<file path="src/hdl/binary_to_ascii_digits_defines.svh">
// Assertion macros shared by the binary_to_ascii_digits RTL.
// Standalone header; the assertion bodies drop out when SYNTH is defined.
`ifndef BINARY_TO_ASCII_DIGITS_DEFINES_SVH
`define BINARY_TO_ASCII_DIGITS_DEFINES_SVH

`ifndef SYNTH
// Implication or plain property, checked on every rising edge outside reset.
`define BTA_ASSERT(label, clk, rst_n, prop, msg) \
    label: assert property (@(posedge clk) disable iff (!rst_n) prop) else $error(msg);
// The expression must never be true outside reset.
`define BTA_NEVER(label, clk, rst_n, expr, msg) \
    label: assert property (@(posedge clk) disable iff (!rst_n) !(expr)) else $error(msg);
`else
`define BTA_ASSERT(label, clk, rst_n, prop, msg)
`define BTA_NEVER(label, clk, rst_n, expr, msg)
`endif

`endif

</file>
<file path="src/hdl/bta_pkg.sv">
// Shared types and constants for the binary_to_ascii_digits block.
// No dependencies; used by the controller, the datapath and the top level.
`timescale 1ns / 1ps
`default_nettype none

package bta_pkg;

    localparam int BASE_W     = 5;
    localparam int DIGIT_W    = 4;
    localparam int CHAR_W     = 7;

    localparam logic [BASE_W-1:0] BASE_MIN   = 5'd2;
    localparam logic [BASE_W-1:0] BASE_MAX   = 5'd16;
    localparam logic [BASE_W-1:0] BASE_RESET = 5'd10;

    localparam logic [CHAR_W-1:0] ASCII_ZERO = 7'd48;
    localparam logic [CHAR_W-1:0] ASCII_A    = 7'd65;
    localparam logic [DIGIT_W-1:0] DEC_LIMIT = 4'd10;

    typedef enum logic [2:0] {
        ST_IDLE,
        ST_DIV,
        ST_STORE,
        ST_READ,
        ST_OUT
    } state_t;

    // Commands from the controller to the datapath.
    typedef struct packed {
        logic cfg_we;
        logic load;
        logic div_step;
        logic store;
        logic rd_start;
        logic rd_dec;
        logic out_load;
    } cmd_t;

    // Status from the datapath to the controller.
    typedef struct packed {
        logic bit_last;
        logic quo_zero;
        logic cnt_full;
        logic rd_zero;
        logic out_free;
    } sts_t;

    // Saturate the programmed radix to the supported range.
    function automatic logic [BASE_W-1:0] sat_base(input logic [BASE_W-1:0] b);
        logic [BASE_W-1:0] r;
        r = b;
        if (b < BASE_MIN) r = BASE_MIN;
        if (b > BASE_MAX) r = BASE_MAX;
        return r;
    endfunction

    // ASCII glyph of one digit: '0'-'9' then 'A'-'F'.
    function automatic logic [CHAR_W-1:0] glyph(input logic [DIGIT_W-1:0] d);
        logic [CHAR_W-1:0] c;
        if (d < DEC_LIMIT)
            c = ASCII_ZERO + {3'd0, d};
        else
            c = ASCII_A + {3'd0, d - DEC_LIMIT};
        return c;
    endfunction

endpackage

`default_nettype wire

</file>
<file path="src/hdl/bta_ram.sv">
// Generic single-write, single-read RAM with a registered read port.
// No dependencies.
`timescale 1ns / 1ps
`default_nettype none

module bta_ram #(
    parameter int WIDTH = 4,
    parameter int DEPTH = 32
) (
    input  wire logic                     clk,
    input  wire logic                     we,
    input  wire logic [$clog2(DEPTH)-1:0] waddr,
    input  wire logic [WIDTH-1:0]         wdata,
    input  wire logic [$clog2(DEPTH)-1:0] raddr,
    output logic      [WIDTH-1:0]         rdata
);

    logic [WIDTH-1:0] mem [DEPTH];
    logic [WIDTH-1:0] rdata_reg;

    always_ff @(posedge clk)
    begin
        if (we)
        begin
            mem[waddr] <= wdata;
        end
        rdata_reg <= mem[raddr];
    end

    assign rdata = rdata_reg;

endmodule

`default_nettype wire

</file>
<file path="src/hdl/bta_ctrl.sv">
// Sequencing state machine for binary_to_ascii_digits.
// Depends on bta_pkg and binary_to_ascii_digits_defines.svh.
`timescale 1ns / 1ps
`default_nettype none
`include "binary_to_ascii_digits_defines.svh"

module bta_ctrl (
    input  wire logic          clk,
    input  wire logic          rst_n,
    input  wire logic          in_valid,
    output logic               in_stall,
    input  wire logic          cfg_valid,
    output logic               cfg_ready,
    input  wire bta_pkg::sts_t sts,
    output bta_pkg::cmd_t      cmd
);

    bta_pkg::state_t state_reg;
    bta_pkg::state_t state_next;

    always_ff @(posedge clk or negedge rst_n)
    begin
        if (!rst_n)
            state_reg <= bta_pkg::ST_IDLE;
        else
            state_reg <= state_next;
    end

    always_comb
    begin
        state_next = state_reg;
        cmd        = '0;
        in_stall   = 1'b1;
        cfg_ready  = 1'b0;
        unique case (state_reg)
            bta_pkg::ST_IDLE:
            begin
                in_stall   = 1'b0;
                cfg_ready  = 1'b1;
                cmd.cfg_we = cfg_valid;
                if (in_valid)
                begin
                    cmd.load   = 1'b1;
                    state_next = bta_pkg::ST_DIV;
                end
            end
            bta_pkg::ST_DIV:
            begin
                cmd.div_step = 1'b1;
                if (sts.bit_last)
                    state_next = bta_pkg::ST_STORE;
            end
            bta_pkg::ST_STORE:
            begin
                cmd.store = 1'b1;
                if (sts.quo_zero || sts.cnt_full)
                begin
                    cmd.rd_start = 1'b1;
                    state_next   = bta_pkg::ST_READ;
                end
                else
                begin
                    state_next = bta_pkg::ST_DIV;
                end
            end
            bta_pkg::ST_READ:
            begin
                state_next = bta_pkg::ST_OUT;
            end
            bta_pkg::ST_OUT:
            begin
                if (sts.out_free)
                begin
                    cmd.out_load = 1'b1;
                    if (sts.rd_zero)
                    begin
                        state_next = bta_pkg::ST_IDLE;
                    end
                    else
                    begin
                        cmd.rd_dec = 1'b1;
                        state_next = bta_pkg::ST_READ;
                    end
                end
            end
            default:
            begin
                state_next = bta_pkg::ST_IDLE;
            end
        endcase
    end

    `BTA_ASSERT(a_accept_starts_div, clk, rst_n, (in_valid && !in_stall) |=> (state_reg == bta_pkg::ST_DIV), "accepted item did not start division")
    `BTA_ASSERT(a_div_end_stores, clk, rst_n, (state_reg == bta_pkg::ST_DIV && sts.bit_last) |=> (state_reg == bta_pkg::ST_STORE), "division end did not store")
    `BTA_NEVER(a_cfg_only_idle, clk, rst_n, cmd.cfg_we && (cmd.div_step || cmd.store || cmd.out_load), "config write while busy")

endmodule

`default_nettype wire

</file>
<file path="src/hdl/bta_dp.sv">
// Datapath for binary_to_ascii_digits: radix register, serial divider,
// digit buffer and output register. Depends on bta_pkg, bta_ram and the defines.
`timescale 1ns / 1ps
`default_nettype none
`include "binary_to_ascii_digits_defines.svh"

module bta_dp #(
    parameter int VALUE_WIDTH = 32,
    parameter int MAX_DIGITS  = 32
) (
    input  wire logic                          clk,
    input  wire logic                          rst_n,
    input  wire logic [bta_pkg::BASE_W-1:0]    cfg_data,
    input  wire logic [VALUE_WIDTH-1:0]        value,
    input  wire bta_pkg::cmd_t                 cmd,
    output bta_pkg::sts_t                      sts,
    input  wire logic                          out_stall,
    output logic                               out_valid,
    output logic      [bta_pkg::CHAR_W-1:0]    digit_char,
    output logic                               last_digit
);

    localparam int BIT_CW = $clog2(VALUE_WIDTH);
    localparam int DIG_AW = $clog2(MAX_DIGITS);

    logic [bta_pkg::BASE_W-1:0]  base_cfg_reg;
    logic [bta_pkg::BASE_W-1:0]  base_reg;
    logic [VALUE_WIDTH-1:0]      quo_reg;
    logic [bta_pkg::DIGIT_W-1:0] rem_reg;
    logic [BIT_CW-1:0]           bit_cnt_reg;
    logic [DIG_AW-1:0]           cnt_reg;
    logic [DIG_AW-1:0]           rd_idx_reg;
    logic                        out_valid_reg;
    logic [bta_pkg::CHAR_W-1:0]  digit_char_reg;
    logic                        last_reg;

    logic [bta_pkg::BASE_W-1:0]  trial;
    logic                        ge;
    logic [bta_pkg::BASE_W-1:0]  diff;
    logic [bta_pkg::DIGIT_W-1:0] ram_rdata;

    // One restoring step: shift the next dividend bit into the remainder.
    assign trial = {rem_reg, quo_reg[VALUE_WIDTH-1]};
    assign ge    = (trial >= base_reg);
    assign diff  = trial - base_reg;

    always_ff @(posedge clk or negedge rst_n)
    begin
        if (!rst_n)
        begin
            base_cfg_reg  <= bta_pkg::BASE_RESET;
            out_valid_reg <= 1'b0;
        end
        else
        begin
            if (cmd.cfg_we)
                base_cfg_reg <= cfg_data;
            if (cmd.out_load)
                out_valid_reg <= 1'b1;
            else if (!out_stall)
                out_valid_reg <= 1'b0;
        end
    end

    always_ff @(posedge clk)
    begin
        if (cmd.load)
        begin
            base_reg    <= bta_pkg::sat_base(base_cfg_reg);
            quo_reg     <= value;
            rem_reg     <= '0;
            bit_cnt_reg <= '0;
            cnt_reg     <= '0;
        end
        if (cmd.div_step)
        begin
            quo_reg     <= {quo_reg[VALUE_WIDTH-2:0], ge};
            rem_reg     <= ge ? diff[bta_pkg::DIGIT_W-1:0] : trial[bta_pkg::DIGIT_W-1:0];
            bit_cnt_reg <= bit_cnt_reg + 1'b1;
        end
        if (cmd.store)
        begin
            rem_reg     <= '0;
            bit_cnt_reg <= '0;
            if (!cmd.rd_start)
                cnt_reg <= cnt_reg + 1'b1;
        end
        if (cmd.rd_start)
            rd_idx_reg <= cnt_reg;
        else if (cmd.rd_dec)
            rd_idx_reg <= rd_idx_reg - 1'b1;
        if (cmd.out_load)
        begin
            digit_char_reg <= bta_pkg::glyph(ram_rdata);
            last_reg       <= (rd_idx_reg == '0);
        end
    end

    bta_ram #(
        .WIDTH(bta_pkg::DIGIT_W),
        .DEPTH(MAX_DIGITS)
    ) u_digit_buf (
        .clk  (clk),
        .we   (cmd.store),
        .waddr(cnt_reg),
        .wdata(rem_reg),
        .raddr(rd_idx_reg),
        .rdata(ram_rdata)
    );

    assign sts.bit_last = (bit_cnt_reg == BIT_CW'(VALUE_WIDTH - 1));
    assign sts.quo_zero = (quo_reg == '0);
    assign sts.cnt_full = (cnt_reg == DIG_AW'(MAX_DIGITS - 1));
    assign sts.rd_zero  = (rd_idx_reg == '0);
    assign sts.out_free = !out_valid_reg || !out_stall;

    assign out_valid  = out_valid_reg;
    assign digit_char = digit_char_reg;
    assign last_digit = last_reg;

    `BTA_ASSERT(a_digit_below_base, clk, rst_n, cmd.store |-> ({1'b0, rem_reg} < base_reg), "stored digit not below base")
    `BTA_NEVER(a_no_overwrite, clk, rst_n, cmd.out_load && out_valid_reg && out_stall, "output overwritten while stalled")
    `BTA_ASSERT(a_load_shows, clk, rst_n, cmd.out_load |=> out_valid_reg, "loaded digit not presented")

endmodule

`default_nettype wire

</file>
<file path="src/hdl/binary_to_ascii_digits.sv">
// Top level of binary_to_ascii_digits: radix conversion of an unsigned value
// to ASCII digits. Depends on bta_pkg, bta_ctrl and bta_dp.
//
// Usage:
// The input channel (in_valid, in_stall, value) takes one unsigned number per
// item. The output channel (out_valid, out_stall, digit_char, last_digit)
// returns its digits in the programmed base, most significant first, as ASCII
// '0'-'9' and 'A'-'F'; last_digit marks the least significant digit. Zero gives
// the single digit '0'.
// The config channel (cfg_valid, cfg_ready, digit_base) sets the radix; values
// outside 2..16 are saturated when an item starts. Write it only while idle.
// Timing: a shift-subtract divider retires one quotient bit per cycle; each
// remainder it leaves is stored as a digit in the digit buffer, and the digits
// are then read from the buffer into the output register one at a time. One
// item is converted at a time; in_stall is high from acceptance until the
// last digit is loaded into the output register. When the receiver stalls,
// the output register holds its digit and the sequencer waits. Reset
// empties the output and sets the base to 10.
`timescale 1ns / 1ps
`default_nettype none

module binary_to_ascii_digits #(
    parameter int VALUE_WIDTH = 32,
    parameter int MAX_DIGITS  = 32
) (
    input  wire logic                       clk,
    input  wire logic                       rst_n,
    input  wire logic                       cfg_valid,
    output logic                            cfg_ready,
    input  wire logic [bta_pkg::BASE_W-1:0] digit_base,
    input  wire logic                       in_valid,
    output logic                            in_stall,
    input  wire logic [VALUE_WIDTH-1:0]     value,
    output logic                            out_valid,
    input  wire logic                       out_stall,
    output logic      [bta_pkg::CHAR_W-1:0] digit_char,
    output logic                            last_digit
);

    // Commands and status between the sequencer and the datapath.
    bta_pkg::cmd_t cmd;
    bta_pkg::sts_t sts;

    bta_ctrl u_ctrl (
        .clk      (clk),
        .rst_n    (rst_n),
        .in_valid (in_valid),
        .in_stall (in_stall),
        .cfg_valid(cfg_valid),
        .cfg_ready(cfg_ready),
        .sts      (sts),
        .cmd      (cmd)
    );

    bta_dp #(
        .VALUE_WIDTH(VALUE_WIDTH),
        .MAX_DIGITS (MAX_DIGITS)
    ) u_dp (
        .clk       (clk),
        .rst_n     (rst_n),
        .cfg_data  (digit_base),
        .value     (value),
        .cmd       (cmd),
        .sts       (sts),
        .out_stall (out_stall),
        .out_valid (out_valid),
        .digit_char(digit_char),
        .last_digit(last_digit)
    );

endmodule

`default_nettype wire

</file>
<file path="config.mk">
export PLATFORM = sky130hd
export DESIGN_NAME = binary_to_ascii_digits
export DESIGN_NICKNAME = d
export VERILOG_FILES = /design/src/hdl/bta_pkg.sv /design/src/hdl/bta_ram.sv /design/src/hdl/bta_ctrl.sv /design/src/hdl/bta_dp.sv /design/src/hdl/binary_to_ascii_digits.sv
export VERILOG_INCLUDE_DIRS = /design/src /design/src/hdl
export SDC_FILE = /design/constraint.sdc
export NUM_CORES = 1
export LEC_CHECK = 0
export BUFFER_PORTS_ARGS = -buffer_cell sky130_fd_sc_hd__buf_4
export CAP_MARGIN = 10
export CORE_MARGIN = 1.5
export CORE_UTILIZATION = 45
export CTS_CLUSTER_DIAMETER = 100
export DETAILED_ROUTE_END_ITERATION = 7
export PLACE_DENSITY = 0.69
export SKIP_CTS_REPAIR_TIMING = 1
export SYNTH_ARGS = -nofsm -noshare
export SYNTH_HDL_FRONTEND = slang
export SYNTH_SLANG_ARGS = --single-unit
</file>
<file path="constraint.sdc">
create_clock -name clk -period 3.9 [get_ports clk]
set_clock_uncertainty 0.05 [all_clocks]
set_input_delay 0.78 -clock clk [delete_from_list [all_inputs] [get_ports clk]]
set_output_delay 0.78 -clock clk [all_outputs]
set_load 0.01 [all_outputs]
</file>
==> results by group <==
Global routing
  – Initial antenna violation count: 0
  – Global-route wire length before repair: 27.0 mm
  – Gr usage total: 17.3%
  – Overflow after GRT: 0
  – Vias in the first global route: between 5000 and 6000
  – Pin count of the biggest net entering global routing: 39

Synthesis
  – Synth Area in Compound Gates: under 10%
  – Syn Area/Cell: 14.4 um^2
  – Synthesized net count: 661
  – Async S/R FF share, synth: under 10%
  – Cell taking the most area after synthesis: edfxtp_1
  – Cells after Synth: 602
  – Post-synthesis xor/xnor area fraction: 0.707%
  – Post-synthesis mux area share: 11.2%
  – Yosys reg bits: between 200 and 250
  – Post-synth EDFFs: ~180
  – Synth top area share: between 60 and 70%
  – Yosys Warn Count: 0
  – Main synth FF type: edfxtp_1
  – Synthesized area: between 8000 and 9000 um^2
  – Post-synthesis sequential area ratio: between 60% and 70%
  – Adder-cell share of the synthesized area: 2.54%
  – Largest family of logic cells by synthesized area: simple AND/OR/NAND/NOR gates
  – Simple-Gate Fraction of Synth Area: 11.2%
  – Unique cell type count in the Yosys netlist: between 50 and 60
  – Area contributors post-synth: edfxtp_1, mux4_2, nand2_1

Routing
  – DR WL/cell: 17.9 um
  – Via count: ~5000
  – Vias per cell: between 5 and 6
  – DRC Markers: 0
  – Final ANT Viol Nets: 0
  – DR pass1 iterations: 5
  – Drt initial violations: between 300 and 400
  – Routed WL: about 17 mm

Clock tree
  – Clock slew at reported path FFs: about 60 ps
  – Clock Tree Root: clkbuf_16
  – H-tree Lvls: 1
  – Clock buffers created by TritonCTS: 21
  – Max Buffers Root-to-Sink: 3
  – Clock latency on the worst-skew pair: around 490 ps
  – CTS tree: built
  – Sink Count: 205

Timing
  – Fin Setup TNS: 0 ps
  – Slew HR: a little under a third
  – Final worst slack: 1310 ps
  – Post-layout min period: ~2600 ps
  – # setup viols final: 0
  – Fin. Hold Viols: 0
  – Maximum clock frequency: slightly below 400 MHz
  – Tightest Pin Transition: between 1000 and 1500 ps
  – RSZ-0062 raised after global routing: no
  – Final period utilization: between 60% and 70%
  – Slew Limit Fails: 0
  – WHS: between 50 and 60 ps

Setup path
  – Critical Path Start Type: flop
  – Crit-path max cell delay: 830 ps
  – CP Max Fanout: 38
  – Critical path class: reg2reg
  – Worst path bufs/invs: 1
  – Crit-path cells: or3b_2 > nand2_1 > buf_4 > nor2_1 > o2bb2a_1 > o21ai_0
  – Element type at the critical path end: flop
  – Slowest cell on crit path: or3b_2
  – CP required: between 4000 and 5000 ps
  – Arrival time worst endpoint: slightly below 3000 ps
  – Worst path top cell family by delay: simple AND/OR/NAND/NOR gates

Final layout
  – Synth-to-Final Area Change: 15.1%
  – Most frequent cells in the layout: edfxtp_1, nand2_1, buf_4, nor2_1, mux4_2
  – Layout cells sized above 1: 21.3%
  – Commonest non-fill, non-tap cell in the layout: edfxtp_1
  – ANT cells: 0
  – Number of flip-flops in the largest register: ~130
  – FILL cells: ~1500
  – Register Area: between 5000 and 6000 um^2
  – Multi-input combinational cell area: about 2600 um^2
  – Post-route cell area: roughly 10000 um^2
  – Final #Nets: between 700 and 800

Place
  – Place WS: ~1100 ps
  – PortBufs: 52
  – Placed instance area: 9350 um^2
  – Detailed Place HPWL: 11.1 mm
  – Placer Congestion: roughly 0.80

Pwr
  – Power per cell area: approximately 670 nW/um^2
  – Worst vdd ir: 0.446 mV
  – Leak Pwr: about 3.7 nW

Floorplanning
  – Die Footprint: a little over 20000 um^2
  – Starting Density: a little under half
  – Rows: 50
  – I/O pin cnt: 53
  – Core ar.: roughly 19000 um^2
  – Die Height: between 100 and 150 um
  – Die Width: approximately 140 um

Run status
  – Status: completed

Hold path
  – Tightest Hold Check Type: in2async

Job
  – Max Cap Viol: 0
[synth_stat cells (8+ instances only)]
cell,count
edfxtp_1,178
nand2_1,123
nor2_1,48
mux4_2,31
inv_1,19
clkbuf_1,18
dfxtp_1,18
ha_1,16
mux2i_1,15
mux2_2,11
o21ai_0,10
nor4_1,8
[metrics by stage]
stage	power [mW]	util, %	instances
after CTS	6.74	53.0	932
final	6.67	53.0	932
after floorplan	4.36	-	602
after global placement	4.76	49.6	894
after detailed placement	4.87	49.6	894
after global routing	7.05	53.0	932
[cell type report]
class / instances / share of cell area [%]
flip-flops and latches: 205 / 59.4
repair buffers: 61 / 4.59
clock inverters: 12 / 0.877
clock buffers: 26 / 5.55
well taps: 260 / 3.26
multi-input cells: 349 / 25.6
inverters: 19 / 0.714
[report_power, final]
part	total [mW]	switching (mW)	internal, mW
Clock	1.87	0.788	1.08
Sequential	3.30	0.264	3.04
Combinational	1.50	0.954	0.549
[worst reg2reg max path: cells and delay by family, from the launching register on]
| family | cells | cell delay, ps |
|---|---|---|
| and+or+nand+nor | 3 | 1200 |
| buffers and inverters | 1 | 400 |
| AOI/OAI and AO/OA | 2 | 320 |
| DFF | 1 | 500 |
[kinds of logic after synthesis]
| family | after synthesis |
|---|---|
| buf+inv | 48 |
| xor+xnor | 7 |
| compound gates | 47 |
| mux | 57 |
| simple gates | 221 |
| fa+ha+maj | 17 |
| flops | 205 |
[routing by layer]
layer  routed length, um  up-vias  part of all wire [%]  GRT usage, %
li1                    -     2339                     -             -
met1                7090     2433                    42          22.8
met2                8290      166                    50          29.3
met3                 838       31                   5.0          2.56
met4                 489        0                   2.9          6.13
met5                   0        -                     0             0
[path summary, 6_finish.rpt]
check / depth (start not counted) / slack [ps] / endpoint / start
max: 6 / 1310 / u_dp.rem_reg[3] / u_ctrl.state_reg[2]
min: 1 / 60 / u_dp.out_valid / rst_n
max reg2reg: 6 / 1310 / u_dp.rem_reg[3] / u_ctrl.state_reg[2]
min reg2reg: 1 / 440 / u_dp.bit_cnt_reg[4] / u_dp.bit_cnt_reg[4]
max in group asynchronous: 1 / 3520 / u_dp.base_cfg_reg[3] / rst_n
min in group clk: 1 / 440 / u_dp.bit_cnt_reg[4] / u_dp.bit_cnt_reg[4]
Note: power is estimated with default switching activity, not from simulation.
